File: config.mk
export PLATFORM = sky130hd
export DESIGN_NAME = swbe_scaler
export DESIGN_NICKNAME = d
export VERILOG_FILES = /design/src/rtl/swbe_pkg.sv /design/src/rtl/swbe_scaler.sv
export SDC_FILE = /design/constraint.sdc
export NUM_CORES = 1
export LEC_CHECK = 0
export BUFFER_PORTS_ARGS = -buffer_cell sky130_fd_sc_hd__clkbuf_2
export CAP_MARGIN = 20
export CORE_MARGIN = 2
export CORE_UTILIZATION = 35
export DETAILED_ROUTE_END_ITERATION = 10
export PLACE_DENSITY = 0.58
export SLEW_MARGIN = 10
export SYNTH_ARGS = -nofsm -noshare
export SYNTH_HDL_FRONTEND = slang
export SYNTH_SLANG_ARGS = --single-unit
File: constraint.sdc
create_clock -name clk -period 3.8 [get_ports clk]
set_input_delay 0.38 -clock clk [delete_from_list [all_inputs] [get_ports clk]]
set_output_delay 0.38 -clock clk [all_outputs]
set_load 0.05 [all_outputs]
File: src/rtl/swbe_pkg.sv
// Shared types and constants for the sliding-window bandwidth estimator.
package swbe_pkg;

    // Default ring depth.
    localparam int HISTORY_DEPTH_DEF = 64;

    // Field widths.
    localparam int BYTES_W     = 32;
    localparam int DELAY_W     = 32;
    localparam int TIME_W      = 48;
    localparam int SUM_W       = 48;
    localparam int RATE_W      = 32;
    localparam int WIN_W       = 6;
    localparam int PERIOD_W    = 16;
    localparam int PERIOD_US_W = 26;
    localparam int IN_DATA_W   = 112;
    localparam int OUT_DATA_W  = 64;

    // Scaling constants.
    localparam int US_PER_MS      = 1000;
    localparam int KBPS_DIV       = 1000;
    localparam int BYTE_SHIFT     = 3;
    localparam int MIN_ENTRIES    = 2;
    localparam logic [SUM_W-1:0] MIN_BYTES = 48'd65536;

    // Bit-serial divider geometry.
    localparam int DIVIDEND_W = 72;
    localparam int DIVISOR_W  = 48;
    localparam int QUOT_W     = 48;
    localparam int DIV_STEP_W = 7;
    localparam int DIV_STEPS  = 72;

    // Bits per second are bytes * 15625 * 512 over microseconds.
    localparam int SCALE_K      = 15625;
    localparam int SCALE_W      = 14;
    localparam int SCALE_SHIFT  = 9;
    localparam int PROD_W       = 62;
    localparam int SCALE_STEP_W = 4;

    // Configuration register indexes.
    localparam int CFG_INDEX_W = 1;
    typedef enum logic [CFG_INDEX_W-1:0] {
        REG_WINDOW = 1'b0,
        REG_PERIOD = 1'b1
    } cfg_reg_t;

    // Commands from the sequencer to the window store.
    typedef struct packed {
        logic wr;
        logic rd;
        logic ev;
    } win_cmd_t;

    // Divider status.
    typedef struct packed {
        logic done;
        logic over;
    } div_status_t;

endpackage

File: src/rtl/swbe_scaler.sv
// Shift-and-add multiplier by the fixed bits-per-second factor,
// one multiplier bit per cycle, least significant bit first.
module swbe_scaler (
    input  logic                            clk,
    input  logic                            rst_n,
    input  logic                            start,
    input  logic [swbe_pkg::SUM_W-1:0]      operand,
    output logic                            done,
    output logic [swbe_pkg::PROD_W-1:0]     product
);

    logic                                   busy_reg;
    logic                                   done_reg;
    logic [swbe_pkg::SCALE_STEP_W-1:0]      step_reg;
    logic [swbe_pkg::PROD_W-1:0]            mcand_reg;
    logic [swbe_pkg::SCALE_W-1:0]           mier_reg;
    logic [swbe_pkg::PROD_W-1:0]            acc_reg;

    // Step counter and handshake.
    always_ff @(posedge clk or negedge rst_n)
    begin
        if (!rst_n)
        begin
            busy_reg <= 1'b0;
            done_reg <= 1'b0;
            step_reg <= '0;
        end
        else
        begin
            done_reg <= 1'b0;
            if (start)
            begin
                busy_reg <= 1'b1;
                step_reg <= swbe_pkg::SCALE_STEP_W'(swbe_pkg::SCALE_W);
            end
            else if (busy_reg)
            begin
                step_reg <= step_reg - 1'b1;
                if (step_reg == swbe_pkg::SCALE_STEP_W'(1))
                begin
                    busy_reg <= 1'b0;
                    done_reg <= 1'b1;
                end
            end
        end
    end

    // Accumulate the shifted operand for each set bit of the factor.
    always_ff @(posedge clk)
    begin
        if (start)
        begin
            mcand_reg <= swbe_pkg::PROD_W'(operand);
            mier_reg  <= swbe_pkg::SCALE_W'(swbe_pkg::SCALE_K);
            acc_reg   <= '0;
        end
        else if (busy_reg)
        begin
            if (mier_reg[0])
            begin
                acc_reg <= acc_reg + mcand_reg;
            end
            mcand_reg <= {mcand_reg[swbe_pkg::PROD_W-2:0], 1'b0};
            mier_reg  <= {1'b0, mier_reg[swbe_pkg::SCALE_W-1:1]};
        end
    end

    assign done    = done_reg;
    assign product = acc_reg;

endmodule

Word level (Yosys, flattened, before mapping)
Cells that the tools add are included.
{ "word_totals": {"reg_bits": 144, "latchBits": 0, "ramBits": 0, "mem_bits_ro": 0, "inputBits": 51, "output_inout_bits": 63, "elab_cells": 22, "mem_count": 0} }
{ "op_classes": {"add_sub_neg": 2, "mul": 0, "n_div": 0, "magnitude_cmp": 0, "eq_ne": 1, "n_shift": 0, "n_mux": 10, "bitwise_logic": 0, "reduce_logical": 2} }
{ "op_table": {"columns": ["op", "count"], "rows": [
  ["two-way mux 48 bit", 2],
  ["adder 62 bit", 1],
  ["two-way mux 4 bit", 2],
  ["two-way mux 1 bit", 6],
  ["equality test 4 x 1 -> 1 bit, second input constant", 1],
  ["subtractor 4 x 1 -> 4 bit, second input constant", 1],
  ["AND reduction 2 bit", 1],
  ["nonzero test 2 bit", 1]
]} }

Logic depth before layout (Yosys ltp)
{ "depth": {"ltp_word": 4, "mapped_depth": 14, "ltp_nobuf": 14} }

Worst setup path after synthesis
No wires, ideal clock.
{ "synth_timing": {"path_type": "register to register", "startpoint": "register acc_reg, in the netlist product[0]", "endpoint": "register acc_reg, in the netlist product[54]", "setup_time_ns": 0.125, "arrival_ns": 3.258, "required_time_ns": 3.675, "setup_slack_ns": 0.417, "path_stages_with_launch": 15, "path_buffers": 0, "synth_period_minus_slack_ns": 3.383, "cell_sequence": "dfxtp_1 > ha_1 > inv_1 > fa_1 > nand2b_1 > a21oi_1 > o21ai_1 > o21ai_1 > a2bb2oi_2 > a221o_1 > a41oi_2 > o41a_1 > o21bai_2 > xnor2_1 > o21ai_1"} }
{ "synth_between": {"elab_chain_cells": 1} }
{ "synth_rtl": {"columns": ["item", "line", "rtl"], "rows": [
  ["start: declaration", "swbe_scaler.sv:17", "logic [swbe_pkg::PROD_W-1:0] acc_reg;"],
  ["start signal: assignment", "swbe_scaler.sv:61", "acc_reg <= acc_reg + mcand_reg;"],
  ["adder 62 bit", "swbe_scaler.sv:61", null]
]} }
No other way between the ends.
A chain may end at the register's enable or synchronous reset.

Worst setup path after layout
{ "layout_timing": {"startpoint": "register acc_reg, in the netlist product[0]", "endpoint": "register acc_reg, in the netlist product[58]"} }
The elaborated chain is that of the path after synthesis.

==> metrics <==
fin cells=1453; max_cap viols=0; largest area contributor in the netlist=dfxtp_1; vias per cell=just over 5; Post-synth EDFFs=48; post-DP HPWL=~18 mm; P&R area growth vs syn=16.74%; DP Area=9763 um2; routability cong.=about 0.9; Peak VDD IR=320.5 uV; P_leak=about 4.7 nW; most used cell, CP=o21ai_1; Max Freq=between 200 and 300 MHz; most frequent cells in the layout=nand2_1, a21oi_1, clkbuf_2; DRC=0; Clk pwr share=0.280; Setup crit start kind=register; Comb pwr share=0.400; CP delay by family, top=compound AO/OA/AOI/OAI gates; Area contributors post-synth=dfxtp_1, edfxtp_1, ha_1; Final #Nets=1225; largest net degree at the start of global routing=47; crit path max fanout=4; post-synthesis register bit count=144; Slew @ Worst Pin=1084 ps; register area share after synthesis=0.3812; first-pass GRT wire length=37.84 mm; synth warn=0; commonest non-fill, non-tap cell in the layout=nand2_1; status=finished clean; FP Rows=58; layout cell share with drive strength beyond 1=0.1941; max-slew violation count=0; drt wl/cell=between 15 and 20 um; diodes inserted=0; Syn Inst Count=approximately 1000; setup TNS=0 ps; Rel. slew slack=0.2750; Tcrit/Tclk final=0.9191; H-tree depth=4; Seq. cell area=approximately 3400 um2; CP endpoint kind=register; area share of the largest cell type after synthesis=0.2024; initial DRC count=~580; Setup Skew=13.47 ps; worst hold path type=in -> reg; Sink Count=144; WP buf/inv=1; Psw=0.002457 W; async set-or-reset flop fraction in the synthesized netlist=0.04167; vias in the first global route=between 7000 and 8000; Yosys cell types=just over 60; Flop pwr share=0.319; final hold viol count=0; gr usage total=0.1801; critical path class=reg -> reg; Inserted Clock Buffers=17; WP data required=approximately 4100 ps; CTS tree=yes; Die W=163.5 um; Slowest-stage cell, CP=o41a_1; RSZ-0062 raised after global routing=no; core area=around 25000 um2; # port buffers=between 100 and 150; pwr dens=between 500 and 600 nW/um2; Switching Fraction=0.3974; Worst path max stage delay=510 ps; die height=between 150 and 200 um; Vias=between 7000 and 8000; Fillers=approximately 2600; Clock Path Buffers=2; die footprint=roughly 27000 um2; Post-Syn Nets=1132; footprint of the multi-input gates=~5200 um2; Worst EP arrival=about 3800 ps; min cycle time layout=around 3500 ps; Worst-Skew Late Latency=about 430 ps; IO Pins=~110; final WL=approximately 24 mm; dpl cells=about 1400; Final setup viols=0; total internal power=between 0.003 and 0.004 W; crit-path cells=ha_1 -> inv_1 -> fa_1 -> nand2b_1 -> a21oi_1 -> o21ai_1 -> o21ai_1 -> a2bb2oi_2 -> a221o_1 -> a41oi_2 -> o41a_1 -> o21ai_2 -> xnor2_1 -> o21ai_1; dominant synthesized flop cell=dfxtp_1; initial antenna violation count=0; Finished Cell Area=between 10000 and 15000 um2; aggregate global routing overflow=0; Pwr Total=about 0.006 W; initial core utilization=0.3545; Initial DRT Pass Iterations=5; CTS Root Cell=clkbuf_16; Final ANT Viol Nets=0; average size of a mapped cell=8.753 um2; Mapped Area=approximately 8900 um2; clock-pin slew on the worst setup and hold paths=approximately 70 ps
path summary, 6_finish.rpt:
path	endpoint	startpoint	slack, ps	depth (start not counted)
setup / recovery	product[58]$_SDFFE_PP0P_	product[0]$_SDFFE_PP0P_	310	14
hold / removal	mcand_reg[6]$_DFFE_PP_	operand[6]	250	2
setup reg to reg	product[58]$_SDFFE_PP0P_	product[0]$_SDFFE_PP0P_	310	14
hold reg to reg	mier_reg[13]$_SDFFE_PP1P_	mier_reg[13]$_SDFFE_PP1P_	460	1
max in group asynchronous	step_reg[1]$_DFFE_PN0P_	rst_n	3340	2
min in group asynchronous	step_reg[3]$_DFFE_PN0P_	rst_n	300	2
worst register-to-register path, cell delays in order (launching register included):
cell and delay, ps:
dfxtp_1 360, ha_1 170, inv_1 50, fa_1 400
nand2b_1 200, a21oi_1 250, o21ai_1 100, o21ai_1 180
a2bb2oi_2 250, a221o_1 290, a41oi_2 220, o41a_1 510
o21ai_2 180, xnor2_1 130, o21ai_1 70
layout make-up:
| type | instances | area share |
|---|---|---|
| clock buffer | 26 | 0.05634 |
| clock inverter | 6 | 0.003251 |
| inverter | 23 | 0.008307 |
| multi-input combinational | 799 | 0.5023 |
| sequential | 144 | 0.3265 |
| tap | 330 | 0.03973 |
| timing repair buffer | 125 | 0.06357 |
metal layers:
layer,GRT usage,vias up,routed length (um)
met5,0,-,0
met4,0.05901,0,368
met3,0.03479,24,979
met2,0.2852,145,10630
met1,0.2468,3541,11590
li1,-,3837,-
cell usage after synthesis, types with 7 or more instances:
cell type / count
nand2_1: 167
xnor2_1: 33
inv_1: 22
dfxtp_1: 90
nand4_1: 15
and3_1: 10
and2_1: 10
o21ai_1: 7
nand3_1: 16
o21a_1: 7
a21oi_1: 122
nor3_1: 13
mux2i_1: 28
ha_1: 63
o21ai_0: 44
clkbuf_1: 37
a31oi_1: 17
a21o_1: 31
edfxtp_1: 48
mux2_2: 46
o21bai_1: 12
xor2_1: 21
nor2_1: 76
stage by stage:
step	setup slack (ps)	utilization	hold slack, ps
after global placement	473.7	0.3888	218.5
after detailed placement	358.8	0.3888	220.3
after CTS	330.3	0.4139	236.1
after global routing	74.54	0.4139	236.6
after floorplan	417.2	-	84.41
final	307.2	0.4139	246.3
power by group through the flow:
stage                     combinational, W  clock (W)  sequential, W
after global placement             0.00245          0        0.00200
after CTS                          0.00247    0.00177        0.00198
after detailed placement           0.00245          0        0.00201
after global routing               0.00272    0.00184        0.00200
final                              0.00247    0.00173        0.00198
after floorplan                    0.00149          0        0.00240
timing repair:
action	in CTS	in global routing
buffers inserted	0	0
endpoints found under the hold margin	6	0
hold buffers	1	0
resized for setup	0	0
kinds of logic after synthesis:
family          share of synthesized area
compound gates                     0.1928
xor+xnor                          0.05313
fa+ha+maj                         0.09079
buf+inv                           0.03317
flops                              0.3812
mux                               0.08967
simple gates                       0.1592
Power figures use the tool's default switching activity.
