File: src/rtl/swbe_pkg.sv
// Shared types and constants for the sliding-window bandwidth estimator.
package swbe_pkg;

    // Default ring depth.
    localparam int HISTORY_DEPTH_DEF = 64;

    // Field widths.
    localparam int BYTES_W     = 32;
    localparam int DELAY_W     = 32;
    localparam int TIME_W      = 48;
    localparam int SUM_W       = 48;
    localparam int RATE_W      = 32;
    localparam int WIN_W       = 6;
    localparam int PERIOD_W    = 16;
    localparam int PERIOD_US_W = 26;
    localparam int IN_DATA_W   = 112;
    localparam int OUT_DATA_W  = 64;

    // Scaling constants.
    localparam int US_PER_MS      = 1000;
    localparam int KBPS_DIV       = 1000;
    localparam int BYTE_SHIFT     = 3;
    localparam int MIN_ENTRIES    = 2;
    localparam logic [SUM_W-1:0] MIN_BYTES = 48'd65536;

    // Bit-serial divider geometry.
    localparam int DIVIDEND_W = 72;
    localparam int DIVISOR_W  = 48;
    localparam int QUOT_W     = 48;
    localparam int DIV_STEP_W = 7;
    localparam int DIV_STEPS  = 72;

    // Bits per second are bytes * 15625 * 512 over microseconds.
    localparam int SCALE_K      = 15625;
    localparam int SCALE_W      = 14;
    localparam int SCALE_SHIFT  = 9;
    localparam int PROD_W       = 62;
    localparam int SCALE_STEP_W = 4;

    // Configuration register indexes.
    localparam int CFG_INDEX_W = 1;
    typedef enum logic [CFG_INDEX_W-1:0] {
        REG_WINDOW = 1'b0,
        REG_PERIOD = 1'b1
    } cfg_reg_t;

    // Commands from the sequencer to the window store.
    typedef struct packed {
        logic wr;
        logic rd;
        logic ev;
    } win_cmd_t;

    // Divider status.
    typedef struct packed {
        logic done;
        logic over;
    } div_status_t;

endpackage

File: src/rtl/swbe_window.sv
// Ring of recent measurements with running sums of bytes and delay.
module swbe_window #(
    parameter int HISTORY_DEPTH = swbe_pkg::HISTORY_DEPTH_DEF
) (
    input  logic                                clk,
    input  logic                                rst_n,
    input  swbe_pkg::win_cmd_t                  cmd,
    input  logic [swbe_pkg::BYTES_W-1:0]        wr_bytes,
    input  logic [swbe_pkg::DELAY_W-1:0]        wr_delay,
    output logic [$clog2(HISTORY_DEPTH+1)-1:0]  count,
    output logic [swbe_pkg::SUM_W-1:0]          sum_bytes,
    output logic [swbe_pkg::SUM_W-1:0]          sum_delay
);

    localparam int IW    = $clog2(HISTORY_DEPTH);
    localparam int CNT_W = $clog2(HISTORY_DEPTH + 1);

    logic [swbe_pkg::BYTES_W-1:0]   entry_bytes_reg [HISTORY_DEPTH];
    logic [swbe_pkg::DELAY_W-1:0]   entry_delay_reg [HISTORY_DEPTH];
    logic [swbe_pkg::BYTES_W-1:0]   rd_bytes_reg;
    logic [swbe_pkg::DELAY_W-1:0]   rd_delay_reg;

    logic [IW-1:0]                  oldest_reg;
    logic [CNT_W-1:0]               count_reg;
    logic [swbe_pkg::SUM_W-1:0]     sum_bytes_reg;
    logic [swbe_pkg::SUM_W-1:0]     sum_delay_reg;

    logic [IW:0]                    slot_sum;
    logic [IW:0]                    slot_wrap;
    logic [IW-1:0]                  slot;
    logic [IW-1:0]                  oldest_next;

    // Slot of the new entry is oldest plus count, modulo the depth.
    always_comb
    begin
        slot_sum  = {1'b0, oldest_reg} + (IW+1)'(count_reg);
        slot_wrap = (slot_sum >= (IW+1)'(HISTORY_DEPTH))
                  ? slot_sum - (IW+1)'(HISTORY_DEPTH) : slot_sum;
        slot      = slot_wrap[IW-1:0];
        oldest_next = (oldest_reg == IW'(HISTORY_DEPTH - 1))
                    ? '0 : oldest_reg + 1'b1;
    end

    // Entry memory: one write port, one registered read port at the oldest slot.
    always_ff @(posedge clk)
    begin
        if (cmd.wr)
        begin
            entry_bytes_reg[slot] <= wr_bytes;
            entry_delay_reg[slot] <= wr_delay;
        end
        if (cmd.rd)
        begin
            rd_bytes_reg <= entry_bytes_reg[oldest_reg];
            rd_delay_reg <= entry_delay_reg[oldest_reg];
        end
    end

    // Ring pointers and running sums.
    always_ff @(posedge clk or negedge rst_n)
    begin
        if (!rst_n)
        begin
            oldest_reg    <= '0;
            count_reg     <= '0;
            sum_bytes_reg <= '0;
            sum_delay_reg <= '0;
        end
        else if (cmd.wr)
        begin
            sum_bytes_reg <= sum_bytes_reg + swbe_pkg::SUM_W'(wr_bytes);
            sum_delay_reg <= sum_delay_reg + swbe_pkg::SUM_W'(wr_delay);
            count_reg     <= count_reg + 1'b1;
        end
        else if (cmd.ev)
        begin
            sum_bytes_reg <= sum_bytes_reg - swbe_pkg::SUM_W'(rd_bytes_reg);
            sum_delay_reg <= sum_delay_reg - swbe_pkg::SUM_W'(rd_delay_reg);
            oldest_reg    <= oldest_next;
            count_reg     <= count_reg - 1'b1;
        end
    end

    assign count     = count_reg;
    assign sum_bytes = sum_bytes_reg;
    assign sum_delay = sum_delay_reg;

endmodule

File: config.mk
export PLATFORM = sky130hd
export DESIGN_NAME = swbe_window
export DESIGN_NICKNAME = d
export VERILOG_FILES = /design/src/rtl/swbe_pkg.sv /design/src/rtl/swbe_window.sv
export SDC_FILE = /design/constraint.sdc
export NUM_CORES = 2
export LEC_CHECK = 0
export BUFFER_PORTS_ARGS = -buffer_cell sky130_fd_sc_hd__buf_2
export CORE_MARGIN = 2
export CORE_UTILIZATION = 55
export DETAILED_ROUTE_END_ITERATION = 10
export GPL_TIMING_DRIVEN = 0
export PLACE_DENSITY = 0.72
export SYNTH_ARGS = -nofsm -noshare
export SYNTH_HDL_FRONTEND = slang
export SYNTH_SLANG_ARGS = --single-unit
File: constraint.sdc
create_clock -name clk -period 14.6 [get_ports clk]
set_input_delay 1.46 -clock clk [delete_from_list [all_inputs] [get_ports clk]]
set_output_delay 1.46 -clock clk [all_outputs]
set_load 0.01 [all_outputs]
# == After elaboration in Yosys (flattened, before gate mapping) ==
# Memories as Yosys holds them, arrays and structs flattened. A register that Yosys moved wholly into a read port is not among the register bits.
# Index checks and enable logic that the tools add are counted.
# op_classes
eq_ne,1
reduce_logical,2
n_lt_le_gt_ge,1
n_mux,10
n_bitwise,1
n_addsub,9
# op_table
cell,n
$mux W48,4
$add A48 B32 Y48,2
$sub A48 B32 Y48,2
$mux W7,2
$mux W6,2
$add A6 B7 Y7,1
$add A7 B1 Y7 const B,1
$ge A7 B7 Y1 const B,1
$sub A7 B1 Y7 const B,1
$add A6 B1 Y6 const B,1
$eq A6 B6 Y1 const B,1
$sub A6 B1 Y6 const B,1
$mux W1,2
$reduce_and A2 Y1,1
$reduce_bool A2 Y1,1
$not A1 Y1,1
# word_totals
memories,2
reg_bits,109
mem_bits_rw,4096
inputBits,69
elab_cells,30
# memory_table
name,words,width,rd,rd_ports_with_merged_regs,wr,line,text
entry_bytes_reg,64,32,1,1,1,swbe_window.sv:18,logic [swbe_pkg::BYTES_W-1:0] entry_bytes_reg [HISTORY_DEPTH];
entry_delay_reg,64,32,1,1,1,swbe_window.sv:19,logic [swbe_pkg::DELAY_W-1:0] entry_delay_reg [HISTORY_DEPTH];

# == Logic depth before layout (Yosys ltp) ==
# depth
word_depth,3
mapped_depth,23
mapped_depth_nobuf,22

# == Least setup slack after synthesis ==
# No wires, ideal clock.
# synth_path
path_type,input to register
start,input cmd[2] (netlist bit)
end,memory entry_bytes_reg[13][0] (netlist bit) (enable)
stages,6
t_arrival_ps,5365
path_buffers,2
t_required_ps,14113
setup_slack_ps,8748
cell_sequence,clkbuf_1 > clkbuf_1 > inv_1 > nor2_1 > nand3_1 > nor2_1
# synth_between
elab_chain_cells,2
# synth_rtl
item,line,text
start: declaration,swbe_window.sv:7,"input swbe_pkg::win_cmd_t cmd,"
$mux W1,swbe_window.sv:47,if (cmd.wr)
$mux W1 (not written as such),swbe_window.sv:49,entry_bytes_reg[slot] <= wr_bytes;
end: declaration,swbe_window.sv:18,
# No other way between the ends.

# == Worst setup path in the final report ==
# layout_path
start,input cmd[2] (netlist bit)
end,"register sum_bytes_reg, in the netlist sum_bytes[46]"
# layout_between
elab_chain_cells,1
# layout_rtl
item,line,text
$mux W48 / $reduce_bool A2 Y1 (equally long branches),--,
end signal: assignment,swbe_window.sv:71,sum_bytes_reg <= sum_bytes_reg + swbe_pkg::SUM_W'(wr_bytes);
end signal: assignment,swbe_window.sv:77,sum_bytes_reg <= sum_bytes_reg - swbe_pkg::SUM_W'(rd_bytes_reg);
end: declaration,swbe_window.sv:25,logic [swbe_pkg::SUM_W-1:0] sum_bytes_reg;
# Parallel ways exist; a longest one is shown, timed or not.
# A chain may end at the register's enable or synchronous reset.

==> run_results.csv <==
group,metric,value,unit
cts,cts_setup_buffers,0,
pwr,leakagePower,60.78,nW
synthesis,yosysTopAreaCell,"edfxtp_1",
cts,cts_tree,"done",
detailed_routing,routed_wl,477.0,mm
synthesis,synth_top_area_share,74.30,%
die,io_pins,172,
synthesis,yosys_most_used_dff,"edfxtp_1",
run,drv_cap,2,
sta,hold_viol_final,0,
worst_setup_path,crit_required,15480,ps
layout,syn_to_final_growth,14.78,%
layout,seqCellArea,127600,um^2
layout,layout_common_cells,"edfxtp_1 (4160), mux4_2 (1344), clkbuf_16 (420)",
synthesis,synth-seq-area-share,75.93,%
worst_setup_path,cp-start-kind,"input pin",
placement,dp_hpwl,319.8,mm
synthesis,synth_edf_count,4160,
detailed_routing,drtPass1Iterations,6,
layout,drive_above_1_share,28.76,%
die,rows,203,
cts,clockBufferDepth,4,
worst_setup_path,startpoint,"cmd[2]",
synthesis,synthDistinctLibCells,74,
synthesis,netlist_area,168100,um^2
worst_setup_path,worstSetupPathDepth,18,
sta,final.setup.tns,0,ps
cts,cts-hold-fix-buffers,0,
layout,multiInputGateArea,39460,um^2
detailed_routing,ant_nets,0,
global_routing,grt_pass1_wl,660.5,mm
synthesis,postSynthCellCount,7379,
die,die_y,556.9,um
detailed_routing,num_vias,85980,
cts,cts_buffers,419,
sta,max_slew_margin,-0.06385,%
synthesis,ys.warnings.count,0,
pwr,ir_worst_vdd,0.1742,mV
worst_setup_path,path_cells,"buf_2, clkbuf_1, clkbuf_1, clkbuf_1, buf_2, nand2_1, o21ai_0, ha_1, a21o_1, a21oi_1, o21ai_0, o221ai_1, a31o_2, o21ai_0, a211oi_1, o31ai_1, or4b_2, nand3_1",
synthesis,syn_area_per_cell,22.78,um^2
detailed_routing,drcViolationCount,0,
cts,cts_resized,0,
detailed_routing,viasPerCell,6.777,
outcome,violations,"max-capacitance violations, max-slew violations",
sta,fmax,0.1151,GHz
placement,place.gp.congestion,0.9230,
global_routing,grt_use_total,30.87,%
worst_setup_path,cp.arrival,9560,ps
global_routing,grt_max_degree,72,
worst_setup_path,path_max_fanout,10,
worst_setup_path,worstReg2RegEnd,"sum_delay[40]",
layout,final_common_cell,"edfxtp_1",
sta,skew,67.16,ps
sta,drv_slew,1,
sta,period_minus_slack,8686,ps
min_path,hold_class,"input pin to asynchronous set/reset pin",
worst_setup_path,crit_end,"sum_bytes[46]",
cts,htreeDepth,5,
worst_setup_path,cp_top_family,"buffers and inverters",
global_routing,antenna_found_initial,34,
pwr,p_per_area,194.1,nW/um^2
sta,fin_crit_sh,59.49,%
detailed_routing,drt_iter0_drc,12790,
worst_setup_path,worst-path-buf-inv,5,
sta,worst_pin_slew,1485,ps
detailed_routing,avgRoutedWirePerCell,37.60,um
cts,clock-sinks,4269,
worst_setup_path,reg2reg_from,"rd_delay_reg[4]",
worst_setup_path,critPathCaptureType,"flop",
global_routing,first_global_vias,85820,
worst_setup_path,critPathKind,"input pin to flop",
placement,port_buffers,171,
worst_setup_path,rr_worst_depth,22,
worst_setup_path,crit_slowest_cell,"clkbuf_1",
sta,timing.hold.ws,418.2,ps
cts,root_buffer,"clkbuf_16",
sta,rsz0062_at_grt,"false",
synthesis,syn_nets,7579,
outcome,status,"complete, but fails checks",
global_routing,grt_overflow,0,
die,die_area,310100,um^2
synthesis,yosys-top-cells-area,"edfxtp_1 (74%), mux4_2 (18%), dfrtp_1 (1.6%)",
worst_setup_path,critPathMaxStageDelay,1040,ps
die,die_w,556.9,um
cts,insertion_delay,970,ps
cts,clkTransAtPathRegs,60,ps
worst_setup_path,r2r_slack,7520,ps
layout,fillers,19620,
die,core_region_area,305000,um^2
layout,nets,8393,
synthesis,ys_ff_latch,4269,
synthesis,async_flop_share,2.553,%
die,floorplan.initialDensity,55.11,%
sta,setup-violations-final,0,
[worst reg2reg max path, delay by kind of cell, from the launching register on]
family,cells,cell delay (ps)
flops,1,430
buf+inv,1,290
fa+ha+maj,1,410
simple gates,10,3450
xor+xnor,2,390
mux,1,270
compound gates,7,1730
[cell usage after synthesis (6+ instances only)]
cell type and n:
a211oi_1 10, a21o_1 52, a21oi_1 197, a31oi_1 8
and3_1 9, buf_1 95, clkbuf_1 265, dfrtp_1 109
edfxtp_1 4160, ha_1 127, inv_1 32, mux2_2 6
mux4_2 1344, nand2_1 200, nand2b_1 11, nand3_1 27
nand4_1 23, nor2_1 205, nor2b_1 9, nor3_1 28
nor4_1 14, o211ai_1 9, o21a_1 7, o21ai_0 135
o21bai_1 22, o31ai_1 14, or4_1 6, xnor2_1 80
xor2_1 75
[power by group]
part | switching, W | total, W | leakage (nW) | internal (W)
combinational | 0.00679 | 0.0112 | 15.5 | 0.00446
clock | 0.00465 | 0.0106 | 6.55 | 0.00596
sequential | 0.000566 | 0.0156 | 38.7 | 0.0150
[cell type report]
cell class | count | share of cell area, %
Antenna cell | 52 | 0.06743
Buffer | 363 | 0.7411
Clock buffer | 502 | 5.642
Clock inverter | 261 | 1.318
Inverter | 33 | 0.06419
Multi-Input combinational cell | 2714 | 20.45
Sequential cell | 4269 | 66.15
Tap cell | 4100 | 2.658
Timing Repair Buffer | 393 | 2.912
[through the flow]
stage	total power [W]	instances	area, um^2	setup WS [ps]	util, %
after detailed placement	0.02681	11870	179400	5342	58.81
after CTS	0.03738	12630	192800	6368	63.21
after global routing	0.03844	12640	192900	6061	63.22
final	0.03745	12690	193000	5914	63.26
after global placement	0.02615	11650	174100	2000	57.08
after floorplan	0.02207	7379	168100	8748	-
[cells by family (layout without fill, tap and decap cells)]
group	after synthesis	after routing	synth area share (%)
AND/OR/NAND/NOR	574	574	1.543
other	0	52	0
flip-flops	4269	4269	75.93
buffers and inverters	396	1552	0.8893
AO/OA/AOI/OAI	499	499	1.768
XOR/XNOR	155	155	0.8075
multiplexers	1355	1355	18.07
adder cells (fa/ha/maj)	131	131	0.9928
[worst min-delay path by stage]
stage,startpoint,to,slack (ps),depth (start not counted)
global placement,count[6],count[6],460,1
global route,rst_n,sum_delay[35],420,1
finish,rst_n,sum_delay[35],420,1
floorplan,sum_bytes[47],sum_bytes[47],510,1
detailed placement,sum_bytes[47],sum_bytes[47],460,1
CTS,rst_n,sum_delay[35],380,1
[metal layers]
metal	vias up	global-route usage (%)	wire length, um
met5	-	0	65
met4	10	16.71	29170
met3	1092	7.899	56570
met2	6069	48.18	225600
met1	45640	40.27	165600
li1	33170	-	-
Power figures use the tool's default switching activity.
