<file path="src/rtl/swbe_pkg.sv">
// Shared types and constants for the sliding-window bandwidth estimator.
package swbe_pkg;

    // Default ring depth.
    localparam int HISTORY_DEPTH_DEF = 64;

    // Field widths.
    localparam int BYTES_W     = 32;
    localparam int DELAY_W     = 32;
    localparam int TIME_W      = 48;
    localparam int SUM_W       = 48;
    localparam int RATE_W      = 32;
    localparam int WIN_W       = 6;
    localparam int PERIOD_W    = 16;
    localparam int PERIOD_US_W = 26;
    localparam int IN_DATA_W   = 112;
    localparam int OUT_DATA_W  = 64;

    // Scaling constants.
    localparam int US_PER_MS      = 1000;
    localparam int KBPS_DIV       = 1000;
    localparam int BYTE_SHIFT     = 3;
    localparam int MIN_ENTRIES    = 2;
    localparam logic [SUM_W-1:0] MIN_BYTES = 48'd65536;

    // Bit-serial divider geometry.
    localparam int DIVIDEND_W = 72;
    localparam int DIVISOR_W  = 48;
    localparam int QUOT_W     = 48;
    localparam int DIV_STEP_W = 7;
    localparam int DIV_STEPS  = 72;

    // Bits per second are bytes * 15625 * 512 over microseconds.
    localparam int SCALE_K      = 15625;
    localparam int SCALE_W      = 14;
    localparam int SCALE_SHIFT  = 9;
    localparam int PROD_W       = 62;
    localparam int SCALE_STEP_W = 4;

    // Configuration register indexes.
    localparam int CFG_INDEX_W = 1;
    typedef enum logic [CFG_INDEX_W-1:0] {
        REG_WINDOW = 1'b0,
        REG_PERIOD = 1'b1
    } cfg_reg_t;

    // Commands from the sequencer to the window store.
    typedef struct packed {
        logic wr;
        logic rd;
        logic ev;
    } win_cmd_t;

    // Divider status.
    typedef struct packed {
        logic done;
        logic over;
    } div_status_t;

endpackage

</file>
<file path="src/rtl/swbe_divider.sv">
// Restoring divider, one quotient bit per cycle, most significant bit first.
// The low quotient bits are kept; over flags any quotient bit at or above
// the rate width, which the caller uses to saturate.
module swbe_divider (
    input  logic                                 clk,
    input  logic                                 rst_n,
    input  logic                                 start,
    input  logic [swbe_pkg::DIVIDEND_W-1:0]      dividend,
    input  logic [swbe_pkg::DIVISOR_W-1:0]       divisor,
    output swbe_pkg::div_status_t                status,
    output logic [swbe_pkg::QUOT_W-1:0]          quotient
);

    logic                                busy_reg;
    logic                                done_reg;
    logic [swbe_pkg::DIV_STEP_W-1:0]     step_reg;
    logic                                over_reg;
    logic [swbe_pkg::DIVIDEND_W-1:0]     num_reg;
    logic [swbe_pkg::DIVISOR_W-1:0]      den_reg;
    logic [swbe_pkg::DIVISOR_W-1:0]      rem_reg;
    logic [swbe_pkg::QUOT_W-1:0]         quot_reg;

    logic [swbe_pkg::DIVISOR_W:0]        rem_shift;
    logic [swbe_pkg::DIVISOR_W:0]        rem_sub;
    logic                                fits;
    logic [swbe_pkg::DIVISOR_W-1:0]      rem_next;

    // One trial subtraction per cycle.
    always_comb
    begin
        rem_shift = {rem_reg, num_reg[swbe_pkg::DIVIDEND_W-1]};
        fits      = rem_shift >= {1'b0, den_reg};
        rem_sub   = rem_shift - {1'b0, den_reg};
        rem_next  = fits ? rem_sub[swbe_pkg::DIVISOR_W-1:0]
                         : rem_shift[swbe_pkg::DIVISOR_W-1:0];
    end

    // Step counter and handshake.
    always_ff @(posedge clk or negedge rst_n)
    begin
        if (!rst_n)
        begin
            busy_reg <= 1'b0;
            done_reg <= 1'b0;
            step_reg <= '0;
        end
        else
        begin
            done_reg <= 1'b0;
            if (start)
            begin
                busy_reg <= 1'b1;
                step_reg <= swbe_pkg::DIV_STEP_W'(swbe_pkg::DIV_STEPS);
            end
            else if (busy_reg)
            begin
                step_reg <= step_reg - 1'b1;
                if (step_reg == swbe_pkg::DIV_STEP_W'(1))
                begin
                    busy_reg <= 1'b0;
                    done_reg <= 1'b1;
                end
            end
        end
    end

    // Datapath shift registers.
    always_ff @(posedge clk)
    begin
        if (start)
        begin
            num_reg  <= dividend;
            den_reg  <= divisor;
            rem_reg  <= '0;
            quot_reg <= '0;
            over_reg <= 1'b0;
        end
        else if (busy_reg)
        begin
            num_reg  <= {num_reg[swbe_pkg::DIVIDEND_W-2:0], 1'b0};
            rem_reg  <= rem_next;
            quot_reg <= {quot_reg[swbe_pkg::QUOT_W-2:0], fits};
            if (fits && (step_reg > swbe_pkg::DIV_STEP_W'(swbe_pkg::RATE_W)))
            begin
                over_reg <= 1'b1;
            end
        end
    end

    assign status.done = done_reg;
    assign status.over = over_reg;
    assign quotient    = quot_reg;

endmodule

</file>
<file path="config.mk">
export PLATFORM = sky130hd
export DESIGN_NAME = swbe_divider
export DESIGN_NICKNAME = d
export VERILOG_FILES = /design/src/rtl/swbe_pkg.sv /design/src/rtl/swbe_divider.sv
export SDC_FILE = /design/constraint.sdc
export NUM_CORES = 1
export LEC_CHECK = 0
export ABC_CLOCK_PERIOD_IN_PS = 3100
export BUFFER_PORTS_ARGS = -buffer_cell sky130_fd_sc_hd__buf_2
export CAP_MARGIN = 20
export CELL_PAD_IN_SITES_DETAIL_PLACEMENT = 1
export CELL_PAD_IN_SITES_GLOBAL_PLACEMENT = 1
export CORE_ASPECT_RATIO = 1.75
export CORE_MARGIN = 2
export CORE_UTILIZATION = 41
export DETAILED_ROUTE_END_ITERATION = 8
export GPL_TIMING_DRIVEN = 0
export MAX_ROUTING_LAYER = met4
export PLACE_DENSITY = 0.78
export REMOVE_ABC_BUFFERS = 1
export SYNTH_ARGS = -nofsm -noshare
export SYNTH_HDL_FRONTEND = slang
export SYNTH_SLANG_ARGS = --single-unit
</file>
<file path="constraint.sdc">
create_clock -name clk -period 3.1 [get_ports clk]
set_clock_uncertainty 0.2 [all_clocks]
set_input_delay 0.465 -clock clk [delete_from_list [all_inputs] [get_ports clk]]
set_output_delay 0.465 -clock clk [all_outputs]
set_load 0.05 [all_outputs]
</file>
* Yosys cells after proc, flatten, opt, wreduce, memory -nomap -nowiden
Index checks and enable logic that the tools add are counted.
Cells by class: equality and inequality tests 1, add/subtract/negate cells 2, reduce and logical (&&, ||, !) cells 3, order comparisons 2, mux-type cells 11
Operators by type and width (number):
- 72-bit 2-to-1 mux | 2
- 49-bit by 48-bit greater-or-equal comparator with 1-bit output | 1
- 48-bit 2-to-1 mux | 1
- 48-bit subtractor | 1
- 7-bit 2-to-1 mux | 2
- 7-bit by 1-bit equality test with 1-bit output, second input constant | 1
- 7-bit by 6-bit greater-than comparator with 1-bit output, second input constant | 1
- 7-bit by 1-bit subtractor with 7-bit output, second input constant | 1
- 1-bit 2-to-1 mux | 6
- 2-bit AND reduction | 1
- 2-bit nonzero test | 1
- 1-bit logical AND | 1
Storage, ports and cells: flip-flop bits (word level) 226, output and inout port bits 50

* Logic depth before layout (Yosys ltp)
Gate-level depths: netlist of run 1.
depth in word-level cells 4, gate-level depth with buffers 14

* Least setup slack after synthesis of run 1
Ideal clock, no wire load.
path kind input to register, from input start, to register num_reg[0] in the netlist's numbering (enable), stages on the path 4, setup slack -0.021 ns, data required time 2.474 ns, buffers on the path 2, setup time 0.426 ns, data arrival time 2.495 ns, path through clkbuf_1 > nor2_1 > clkbuf_1 > inv_1
Between the ends: cells in the longest elaborated chain, start to end 1
Ends and longest elaborated chain:
- start: declaration | RTL line swbe_divider.sv:7 | input logic start,
- 2-bit nonzero test (no line)
- end signal: assignment | RTL line swbe_divider.sv:72 | num_reg <= dividend;
- end signal: assignment | RTL line swbe_divider.sv:80 | num_reg <= {num_reg[swbe_pkg::DIVIDEND_W-2:0], 1'b0};
- end: declaration | RTL line swbe_divider.sv:18 | logic [swbe_pkg::DIVIDEND_W-1:0] num_reg;
No other way between the ends. A chain may end at the register's enable or synchronous reset.

* Worst setup path after layout of run 1
from register den_reg[14] in the netlist's numbering, to register rem_reg[15] in the netlist's numbering
Between the ends: cells in the longest elaborated chain, start to end 2
Ends and longest elaborated chain:
- start: declaration | RTL line swbe_divider.sv:19 | logic [swbe_pkg::DIVISOR_W-1:0] den_reg;
- start signal: assignment | RTL line swbe_divider.sv:73 | den_reg <= divisor;
- 48-bit subtractor / 49-bit by 48-bit greater-or-equal comparator with 1-bit output (equally long branches) | RTL line swbe_divider.sv:33, swbe_divider.sv:32
- 48-bit 2-to-1 mux (*) | RTL line swbe_divider.sv:34 | rem_next = fits ? rem_sub[swbe_pkg::DIVISOR_W-1:0]
- end signal: assignment | RTL line swbe_divider.sv:81 | rem_reg <= rem_next;
- end: declaration | RTL line swbe_divider.sv:20 | logic [swbe_pkg::DIVISOR_W-1:0] rem_reg;
Every way passes the cells marked *; elsewhere a longest branch is shown, timed or not.

==> results of run 1 <==
==> stage by stage <==
| stage | worst slack (ps) | instances |
|---|---|---|
| 2_1_floorplan | -2920 | 1080 |
| 3_3_place_gp | -6170 | 1625 |
| 3_5_place_dp | -1000 | 1629 |
| 4_1_cts | -14.1 | 1743 |
| 5_1_grt | -341 | 1765 |
| 6_report | -244 | 1765 |
==> worst min-delay path by stage <==
stage / to
3_3_place_gp: step_reg[4]$_DFFE_PN0P_
3_5_place_dp: step_reg[3]$_DFFE_PN0P_
6_report: num_reg[28]$_DFFE_PP_
5_1_grt: num_reg[21]$_DFFE_PP_
4_1_cts: num_reg[21]$_DFFE_PP_
2_1_floorplan: busy_reg$_DFF_PN0_
==> layer usage <==
metal	wire length, um	part of all wire [%]
met4	2180	5.9
met5	0	0
met2	20200	55
met1	12800	35
met3	1560	4.2
==> synth_stat cells, types with 6 or more instances <==
cell and count:
o211ai_1 6, xor2_1 20, o21bai_1 6, edfxtp_1 120
a31oi_1 11, nand3b_1 6, inv_1 62, ha_1 51
a311oi_1 15, nor3_1 14, nand3_1 12, o21ai_0 56
xnor2_1 22, dfrtp_1 9, nand2b_1 16, and3_1 6
nor4_1 9, buf_1 6, clkbuf_1 40, mux2i_1 60
nand4_1 10, a21o_1 10, a211oi_1 17, nor2_1 132
nand2_1 94, o21a_1 6, a22oi_1 7, dfxtp_1 97
mux2_2 71, a21oi_1 77
==> cell families after synthesis <==
group / synth area share (%)
muxes: 12.0
and+or+nand+nor: 12.8
xor gates and xnor gates: 3.15
adders and majority gates: 5.64
DFF: 49.4
AOI/OAI and AO/OA: 12.9
buffers and inverters: 4.03
==> timing repair <==
action | CTS | global route
setup buffers | 23 | 21
endpoints found under the setup margin | 50 | 122
hold buffers | 49 | 0
resized for setup | 86 | 84
pin swaps | 27 | 32
cloned | 2 | 2
hold endpoints to repair | 57 | 0
==> worst reg2reg max path: stages (launching register included) <==
cell	delay [ps]
edfxtp_1	410
inv_2	110
ha_4	220
buf_6	120
a21oi_4	120
o21ai_0	220
a211oi_2	300
a21oi_2	90
buf_4	170
a41oi_4	330
and2_4	290
buf_16	190
nand2_1	140
a311oi_2	330
==> report_power, final <==
group	internal, mW	switching [mW]
clock	1.82	1.22
sequential	3.35	0.0787
combinational	0.408	0.486
total	5.58	1.79
==> final cells by class <==
| class | instances | share of cell area [%] |
|---|---|---|
| multi-input combinational | 796 | 40.3 |
| sequential | 226 | 37.8 |
| timing repair buffer | 268 | 11.8 |
| clock buffer | 31 | 4.53 |
| tap | 373 | 3.06 |
| inverter | 62 | 1.56 |
| clock inverter | 9 | 0.877 |
==> results by group, run 1 <==
Outcome
  • Status: finished with violations
  • Failing checks: setup timing

Critical path
  • WP depth: 13
  • Crit path launch: den_reg[14]$_DFFE_PP_
  • CP Class: reg -> reg
  • CP arrival: 3580 ps
  • Slowest cell on crit path: edfxtp_1
  • Largest stage delay, worst path: 410 ps
  • Critical path buffer and inverter count: 4
  • Slack of the worst reg-to-reg path: -240 ps
  • CP Cell Sequence: inv_2 > ha_4 > buf_6 > a21oi_4 > o21ai_0 > a211oi_2 > a21oi_2 > buf_4 > a41oi_4 > and2_4 > buf_16 > nand2_1 > a311oi_2
  • Nature of the critical path startpoint: flop
  • Worst path required time: 3330 ps
  • R2R Path End: rem_reg[15]$_SDFFE_PP0P_
  • Delay-heaviest family, CP: compound AO/OA/AOI/OAI gates
  • Setup crit end kind: flop
  • CP Capture Point: rem_reg[15]$_SDFFE_PP0P_
  • Reg2reg path depth: 13
  • R2r startpoint: den_reg[14]$_DFFE_PP_
  • Crit-path max FO: 21

Layout
  • Most common cell after layout, fill and taps aside: buf_2
  • Design Area, Final: 0.0153 mm^2
  • Max reg flops: 72
  • Final core utilization: 54.6%
  • Storage cell area: 0.00577 mm^2
  • Antenna Diode Count: 0
  • Final #Nets: 1551
  • Area of the multi-input gates: 0.00616 mm^2
  • Ratio of cells with drive above 1 in the final layout: 33.0%
  • Commonest cells after routing, fill and taps aside: buf_2 (171), edfxtp_1 (120), nor2_1 (119)
  • Syn-to-layout area delta: 30.8%
  • Fillers: 3073

Pwr
  • Static leakage: 6.56 nW
  • Power Density: 482 mW/mm^2
  • Total Power: 7.37 mW
  • Worst-case vdd ir drop: 502 uV

Floorplanning
  • Die Y: 227 um
  • Initial Util: 41.7%
  • DIE WIDTH: 132 um
  • Die footprint: 0.0299 mm^2
  • Core ar.: 0.0280 mm^2
  • Ports: 173
  • Cell row count: 81

Global route
  • M3 GR Usage: 3.63%
  • GR Util met1: 22.5%
  • Busiest layer in global routing: met2
  • Vias in the first global route: 10744
  • Overflow after GRT: 0
  • Met2 usage: 46.2%
  • Largest net degree at the start of global routing: 130
  • GRT Total Usage: 23.9%
  • First-pass GRT wire length: 55.2 mm
  • Initial antenna violation count: 0

Clock network
  • TritonCTS clock tree: done
  • CTS root buffer: clkbuf_16
  • Clock transition at the registers of the reported paths: 70 ps
  • H-tree levels: 1
  • Worst-Skew Late Latency: 530 ps
  • Max Buffers Root-to-Sink: 3
  • CTS buffer count: 22
  • Clock Sink Count: 226

Logic synthesis
  • Synth top area cells: edfxtp_1 (31%), dfxtp_1 (17%), mux2_2 (6.9%), ha_1 (5.5%), mux2i_1 (5.1%)
  • Post-synth EDFFs: 120
  • Ys Warns: 0
  • Mapped Cells: 1135
  • Synth Flop Type: edfxtp_1
  • Yosys top cell area share: 30.9%
  • Syn Std Cell Area: 0.0117 mm^2
  • Synth cell types: 65
  • Post-Syn Area per Cell: 10.3 um^2
  • Biggest area consumer among synthesized cells: edfxtp_1
  • Register bit total from synthesis: 226
  • Fraction of registers with async set/reset: 3.98%
  • Sequential area share after synthesis: 49.4%

Worst hold path
  • Hold Crit Class: in -> reg
  • Hold path start: dividend[28]
  • WHS Path Cells: 2

Route
  • Final WL: 36.8 mm
  • First-pass detailed-route iteration total: 4
  • Vias: 9779
  • Antenna-violating nets left: 0
  • WL per Instance: 20.8 um
  • Drt initial violations: 421
  • Vias per std cell: 5.54
  • Number of remaining DRC errors: 0

STA
  • Period Utilization, post-route: 108%
  • Max-Slew Margin vs Limit: 45.2%
  • WHS: 33.5 ps
  • Total Neg Setup Slack: -6600 ps
  • RSZ-0062 raised after global routing: yes
  • Final worst setup slack: -244 ps
  • Max Freq: 299 MHz
  • Post-layout min period: 3340 ps
  • Slew Viols, Final: 0
  • Final setup fails: 50
  • Hold Fails Final Rpt: 0
  • Slew @ Worst Pin: 823 ps

Placement
  • Dpl cell area: 0.0129 mm^2
  • Final HPWL DP: 23.1 mm
  • IO Port Bufs: 172
  • GP Congestion: 0.932

Job
  • Max-cap violations: 0
(Power assumes the default switching activity.)
==> inputs of run 2 (changes only) <==
--- a/config.mk
+++ b/config.mk
@@ -17,7 +17,6 @@
 export GPL_TIMING_DRIVEN = 0
 export MAX_ROUTING_LAYER = met4
 export PLACE_DENSITY = 0.78
-export REMOVE_ABC_BUFFERS = 1
 export SYNTH_ARGS = -nofsm -noshare
 export SYNTH_HDL_FRONTEND = slang
 export SYNTH_SLANG_ARGS = --single-unit
==> run 2 against run 1 <==
- critical path depth down 2
- power down 4.3%
- largest power group unchanged
- sequential cell count unchanged
- clock power fell by 11%
- sequential power about the same
- hold slack better by 3.1 ps
- utilization shrank 0.66 points
- setup slack improved by 47 ps
- fmax grew 1.4%
- via count increased by 2.4%
- the run still ends with setup timing left
==> results by group, run 2 (synthesized netlist as in run 1, its figures left out) <==
Route
  • Vias: 10016
  • Final WL: 40.1 mm
  • Antenna-violating nets left: 0
  • Number of remaining DRC errors: 0
  • Vias per std cell: 5.59
  • Drt initial violations: 481
  • First-pass detailed-route iteration total: 7
  • WL per Instance: 22.4 um

Layout
  • Ratio of cells with drive above 1 in the final layout: 30.3%
  • Design Area, Final: 0.0151 mm^2
  • Max reg flops: 72
  • Final #Nets: 1579
  • Most common cell after layout, fill and taps aside: buf_2
  • Syn-to-layout area delta: 29.3%
  • Commonest cells after routing, fill and taps aside: buf_2 (172), nor2_1 (121), edfxtp_1 (120)

Clock network
  • CTS buffer count: 22
  • Max Buffers Root-to-Sink: 3
  • Clock transition at the registers of the reported paths: 70 ps
  • Clock Sink Count: 226
  • Worst-Skew Late Latency: 530 ps
  • TritonCTS clock tree: done
  • CTS root buffer: clkbuf_16
  • H-tree levels: 1

Critical path
  • CP arrival: 3510 ps
  • Crit-path max FO: 10
  • Setup crit end kind: flop
  • CP Class: reg -> reg
  • Worst path required time: 3310 ps
  • Nature of the critical path startpoint: flop

Placement
  • IO Port Bufs: 172
  • GP Congestion: 0.953
  • Final HPWL DP: 27.0 mm
  • Dpl ws: -1220 ps
  • Dpl cell area: 0.0130 mm^2

STA
  • Slew @ Worst Pin: 1040 ps
  • Max Freq: 303 MHz
  • Period Utilization, post-route: 106%
  • Hold Fails Final Rpt: 0
  • Post-layout min period: 3300 ps
  • Final setup fails: 47
  • RSZ-0062 raised after global routing: yes
  • Slew Viols, Final: 0
  • Max-Slew Margin vs Limit: 30.5%
  • Final worst setup slack: -197 ps

Floorplanning
  • Initial Util: 41.7%
  • DIE WIDTH: 132 um
  • Die Y: 227 um
  • Die footprint: 0.0299 mm^2
  • Ports: 173
  • Cell row count: 81
  • Core ar.: 0.0280 mm^2

Global route
  • Overflow after GRT: 0
  • Largest net degree at the start of global routing: 41
  • Initial antenna violation count: 1
  • GRT Total Usage: 26.7%
  • First-pass GRT wire length: 60.4 mm
  • Vias in the first global route: 11258

Logic synthesis
  • Syn nets: 1310

Outcome
  • Status: finished with violations
  • Failing checks: setup timing

Pwr
  • Power Density: 467 mW/mm^2
  • Worst-case vdd ir drop: 514 uV
  • Static leakage: 6.49 nW

Job
  • Max-cap violations: 0

Worst hold path
  • Hold Crit Class: in -> reg
[run 2: cell count changes in the layout (fill, tap and decap cells not counted), sizes merged, moves of 2 or more]
cell      delta
clkinvlp     +3
clkinv       +3
nand2        -2
bufinv       -2
clkbuf      +29
and2         -2
[run 2: repair_timing]
item | 4_1_cts | 5_1_grt
hold endpoints to repair | 57 | 0
setup buffers | 17 | 13
gates cloned | 1 | 1
hold buffers | 49 | 0
pin swaps | 20 | 32
resized for setup | 86 | 84
setup endpoints to repair | 122 | 50
[run 2: final cells by class]
cell class,count,area [um^2]
Antenna cell,1,2.50
Buffer,45,256
Clock buffer,28,614
Clock inverter,11,91.3
Fill cell,3170,12900
Inverter,62,236
Multi-Input combinational cell,792,6000
Sequential cell,226,5770
Tap cell,373,467
Timing Repair Buffer,254,1640
Timing Repair inverter,1,7.51
[run 2: per-layer routing]
layer | global-route usage, % | routed length, um
met1 | 25.3 | 14200
met2 | 51.4 | 21800
met3 | 3.72 | 1680
met4 | 15.1 | 2430
met5 | - | 0
[run 2: worst max-delay path: stages, from the launching register on]
cell      delay [ps]
edfxtp_1         380
inv_2             70
ha_4             290
and3_4           200
nand4_4          110
or4_4            600
o41ai_4          370
o31ai_4          110
nand2_2          170
buf_6            210
nand2_1           80
a311oi_1         370
[run 2: report_power, final]
| part | switching, mW | internal (mW) | leakage (nW) |
|---|---|---|---|
| registers | 0.0825 | 3.35 | 2.12 |
| logic | 0.496 | 0.409 | 4.01 |
| clock network | 1.22 | 1.49 | 0.352 |
| total | 1.79 | 5.25 | 6.49 |
[run 2: worst paths after layout]
kind / start / to / slack (ps) / cells after the start
worst max-delay path: den_reg[13]$_DFFE_PP_ / rem_reg[10]$_SDFFE_PP0P_ / -200 / 11
worst max register to register: den_reg[13]$_DFFE_PP_ / rem_reg[10]$_SDFFE_PP0P_ / -200 / 11
min in group asynchronous: rst_n / step_reg[6]$_DFFE_PN0P_ / 130 / 2
max in group asynchronous: rst_n / step_reg[2]$_DFFE_PN0P_ / 2380 / 2
worst min-delay path: dividend[0] / num_reg[0]$_SDFFCE_PN0P_ / 40 / 2
worst min register to register: rem_reg[19]$_SDFFE_PP0P_ / rem_reg[19]$_SDFFE_PP0P_ / 280 / 2
[run 2: stage by stage]
step / total power, mW / utilization (%) / hold WS [ps] / setup TNS [ps] / cells
floorplan: 3.95 / - / -30.6 / 0 / 1135
global placement: 4.19 / 46.5 / 135 / -187240 / 1680
detailed placement: 4.23 / 46.6 / 134 / -101200 / 1682
CTS: 7.02 / 52.5 / 19.0 / 0 / 1779
global route: 7.28 / 53.9 / 22.3 / -6930 / 1793
finish: 7.05 / 53.9 / 36.6 / -3290 / 1793
==> inputs of run 3 (changes only) <==
--- a/config.mk
+++ b/config.mk
@@ -8,15 +8,13 @@
 export ABC_CLOCK_PERIOD_IN_PS = 3100
 export BUFFER_PORTS_ARGS = -buffer_cell sky130_fd_sc_hd__buf_2
 export CAP_MARGIN = 20
-export CELL_PAD_IN_SITES_DETAIL_PLACEMENT = 1
-export CELL_PAD_IN_SITES_GLOBAL_PLACEMENT = 1
 export CORE_ASPECT_RATIO = 1.75
 export CORE_MARGIN = 2
-export CORE_UTILIZATION = 41
+export CORE_UTILIZATION = 50
 export DETAILED_ROUTE_END_ITERATION = 8
 export GPL_TIMING_DRIVEN = 0
 export MAX_ROUTING_LAYER = met4
-export PLACE_DENSITY = 0.78
+export PLACE_DENSITY = 0.75
 export SYNTH_ARGS = -nofsm -noshare
 export SYNTH_HDL_FRONTEND = slang
 export SYNTH_SLANG_ARGS = --single-unit
==> run 3 against run 2 <==
- the run now ends clean
- fmax increased by 6.4%
- routed wire length decreased by 15%
- via count about the same
- design area increased by 0.95%
- setup slack improved by 200 ps
- sequential power about the same
- cell count decreased by 3.8%
- non-clock buffer count unchanged
- global-route usage decreased by 0.21 points
- first-iteration DRC count increased by 28%
- critical path type unchanged
- largest cell class unchanged
- highest routed layer unchanged
==> results by group, run 3 (synthesized netlist as in run 1, its figures left out) <==
Pwr
  • Static leakage: 6.54 nW
  • Worst-case vdd ir drop: 474 uV
  • Total Power: 7.28 mW
  • Power Density: 478 mW/mm^2

Layout
  • Antenna Diode Count: 0
  • Syn-to-layout area delta: 30.5%
  • Storage cell area: 0.00577 mm^2
  • Max reg flops: 72
  • Commonest cells after routing, fill and taps aside: buf_2 (172), nor2_1 (121), edfxtp_1 (120)
  • Ratio of cells with drive above 1 in the final layout: 31.3%
  • Design Area, Final: 0.0152 mm^2
  • Area of the multi-input gates: 0.00610 mm^2
  • Final #Nets: 1579
  • Fillers: 1834
  • Most common cell after layout, fill and taps aside: buf_2

Route
  • Drt initial violations: 615
  • Number of remaining DRC errors: 0
  • Final WL: 33.9 mm
  • Antenna-violating nets left: 0
  • Vias per std cell: 5.81
  • WL per Instance: 19.7 um
  • Vias: 10013
  • First-pass detailed-route iteration total: 8

Job
  • Max-cap violations: 0

Clock network
  • Max Buffers Root-to-Sink: 3
  • H-tree levels: 1
  • Clock transition at the registers of the reported paths: 70 ps
  • Worst-Skew Late Latency: 530 ps
  • CTS buffer count: 22
  • CTS root buffer: clkbuf_16
  • Clock Sink Count: 226
  • TritonCTS clock tree: done

Critical path
  • CP arrival: 3260 ps
  • Crit-path max FO: 5
  • Worst path required time: 3260 ps
  • CP Class: reg -> reg
  • Setup crit end kind: flop
  • Nature of the critical path startpoint: flop

STA
  • WHS: 37.0 ps
  • Period Utilization, post-route: 100%
  • Max-Slew Margin vs Limit: 40.2%
  • Slew @ Worst Pin: 897 ps
  • Hold Fails Final Rpt: 0
  • Slew Viols, Final: 0
  • Total Neg Setup Slack: 0 ps
  • RSZ-0062 raised after global routing: yes
  • Max Freq: 323 MHz
  • Final setup fails: 0
  • Post-layout min period: 3100 ps

Placement
  • Dpl cell area: 0.0130 mm^2
  • Final HPWL DP: 23.3 mm
  • GP Congestion: 0.967
  • IO Port Bufs: 172

Worst hold path
  • Hold Crit Class: in -> reg

Floorplanning
  • Cell row count: 74
  • DIE WIDTH: 119 um
  • Die Y: 206 um
  • Core ar.: 0.0231 mm^2
  • Die footprint: 0.0246 mm^2
  • Initial Util: 50.4%
  • Ports: 173

Global route
  • Largest net degree at the start of global routing: 46
  • First-pass GRT wire length: 50.0 mm
  • Initial antenna violation count: 0
  • Overflow after GRT: 0
  • Vias in the first global route: 9822
  • GRT Total Usage: 26.5%

Logic synthesis
  • Syn nets: 1310

Outcome
  • Status: finished clean
run 3: cell types whose count changed in the layout (fill, tap and decap cells not counted), sizes merged:
cell	previous run	this run
bufinv	1	5
clkinv	8	5
clkinvlp	3	4
diode	1	0
inv	62	61
run 3: worst paths after layout:
kind                            slack [ps]  cells past startpoint                        to                     start
min in group asynchronous              140                      2   step_reg[5]$_DFFE_PN0P_                     rst_n
worst min register to register         300                      2  rem_reg[19]$_SDFFE_PP0P_  rem_reg[19]$_SDFFE_PP0P_
worst max register to register        0.04                     10  rem_reg[39]$_SDFFE_PP0P_  rem_reg[13]$_SDFFE_PP0P_
worst max-delay path                  0.04                     10  rem_reg[39]$_SDFFE_PP0P_  rem_reg[13]$_SDFFE_PP0P_
worst min-delay path                    40                      2     num_reg[39]$_DFFE_PP_              dividend[39]
max in group asynchronous             2380                      2   step_reg[6]$_DFFE_PN0P_                     rst_n
run 3: critical path, stage by stage, from the launching register on:
cell	delay, ps
dfxtp_1	450
ha_4	260
a21oi_2	180
o21a_1	190
or3b_2	490
a211oi_4	220
or2_4	210
o32ai_4	100
or3_1	330
a31oi_1	200
a211oi_1	100
run 3: stage by stage:
| step | worst slack, ps | util, % | std cells |
|---|---|---|---|
| after global routing | -77.5 | 65.8 | 1724 |
| after floorplan | 62.1 | - | 1135 |
| after global placement | -2040 | 55.8 | 1611 |
| after CTS | 0.825 | 63.0 | 1708 |
| final | 0.0415 | 65.8 | 1724 |
| after detailed placement | -1110 | 56.1 | 1614 |
run 3: layer usage:
layer | track usage [%] | part of all wire [%] | wire length (um) | vias to the layer above
met5 | - | 0 | 0 | -
met4 | 13.5 | 5.9 | 2000 | 0
met3 | 4.30 | 6.4 | 2190 | 154
met2 | 48.5 | 53 | 17900 | 464
met1 | 27.1 | 35 | 11900 | 4736
li1 | - | - | - | 4659
run 3: repair_timing:
item,CTS,global route
setup buffers,13,14
hold endpoints to repair,57,0
endpoints found under the setup margin,122,92
pin swaps,15,31
resized for setup,62,119
hold buffers,49,0
cloned,1,2
run 3: cell type report:
| cell class | count | area share, % |
|---|---|---|
| clock inverter | 12 | 1.24 |
| clock buffer | 28 | 3.97 |
| tap | 304 | 2.50 |
| sequential | 226 | 37.9 |
| timing repair inverter | 1 | 0.0493 |
| multi-input combinational | 792 | 40.1 |
| buffer | 46 | 1.85 |
| inverter | 62 | 1.55 |
| timing repair buffer | 253 | 10.9 |
run 3: power breakdown:
part           switching, mW  internal [mW]
Combinational          0.474          0.417
Clock                   1.16           1.80
Sequential            0.0760           3.35
Total                   1.71           5.57
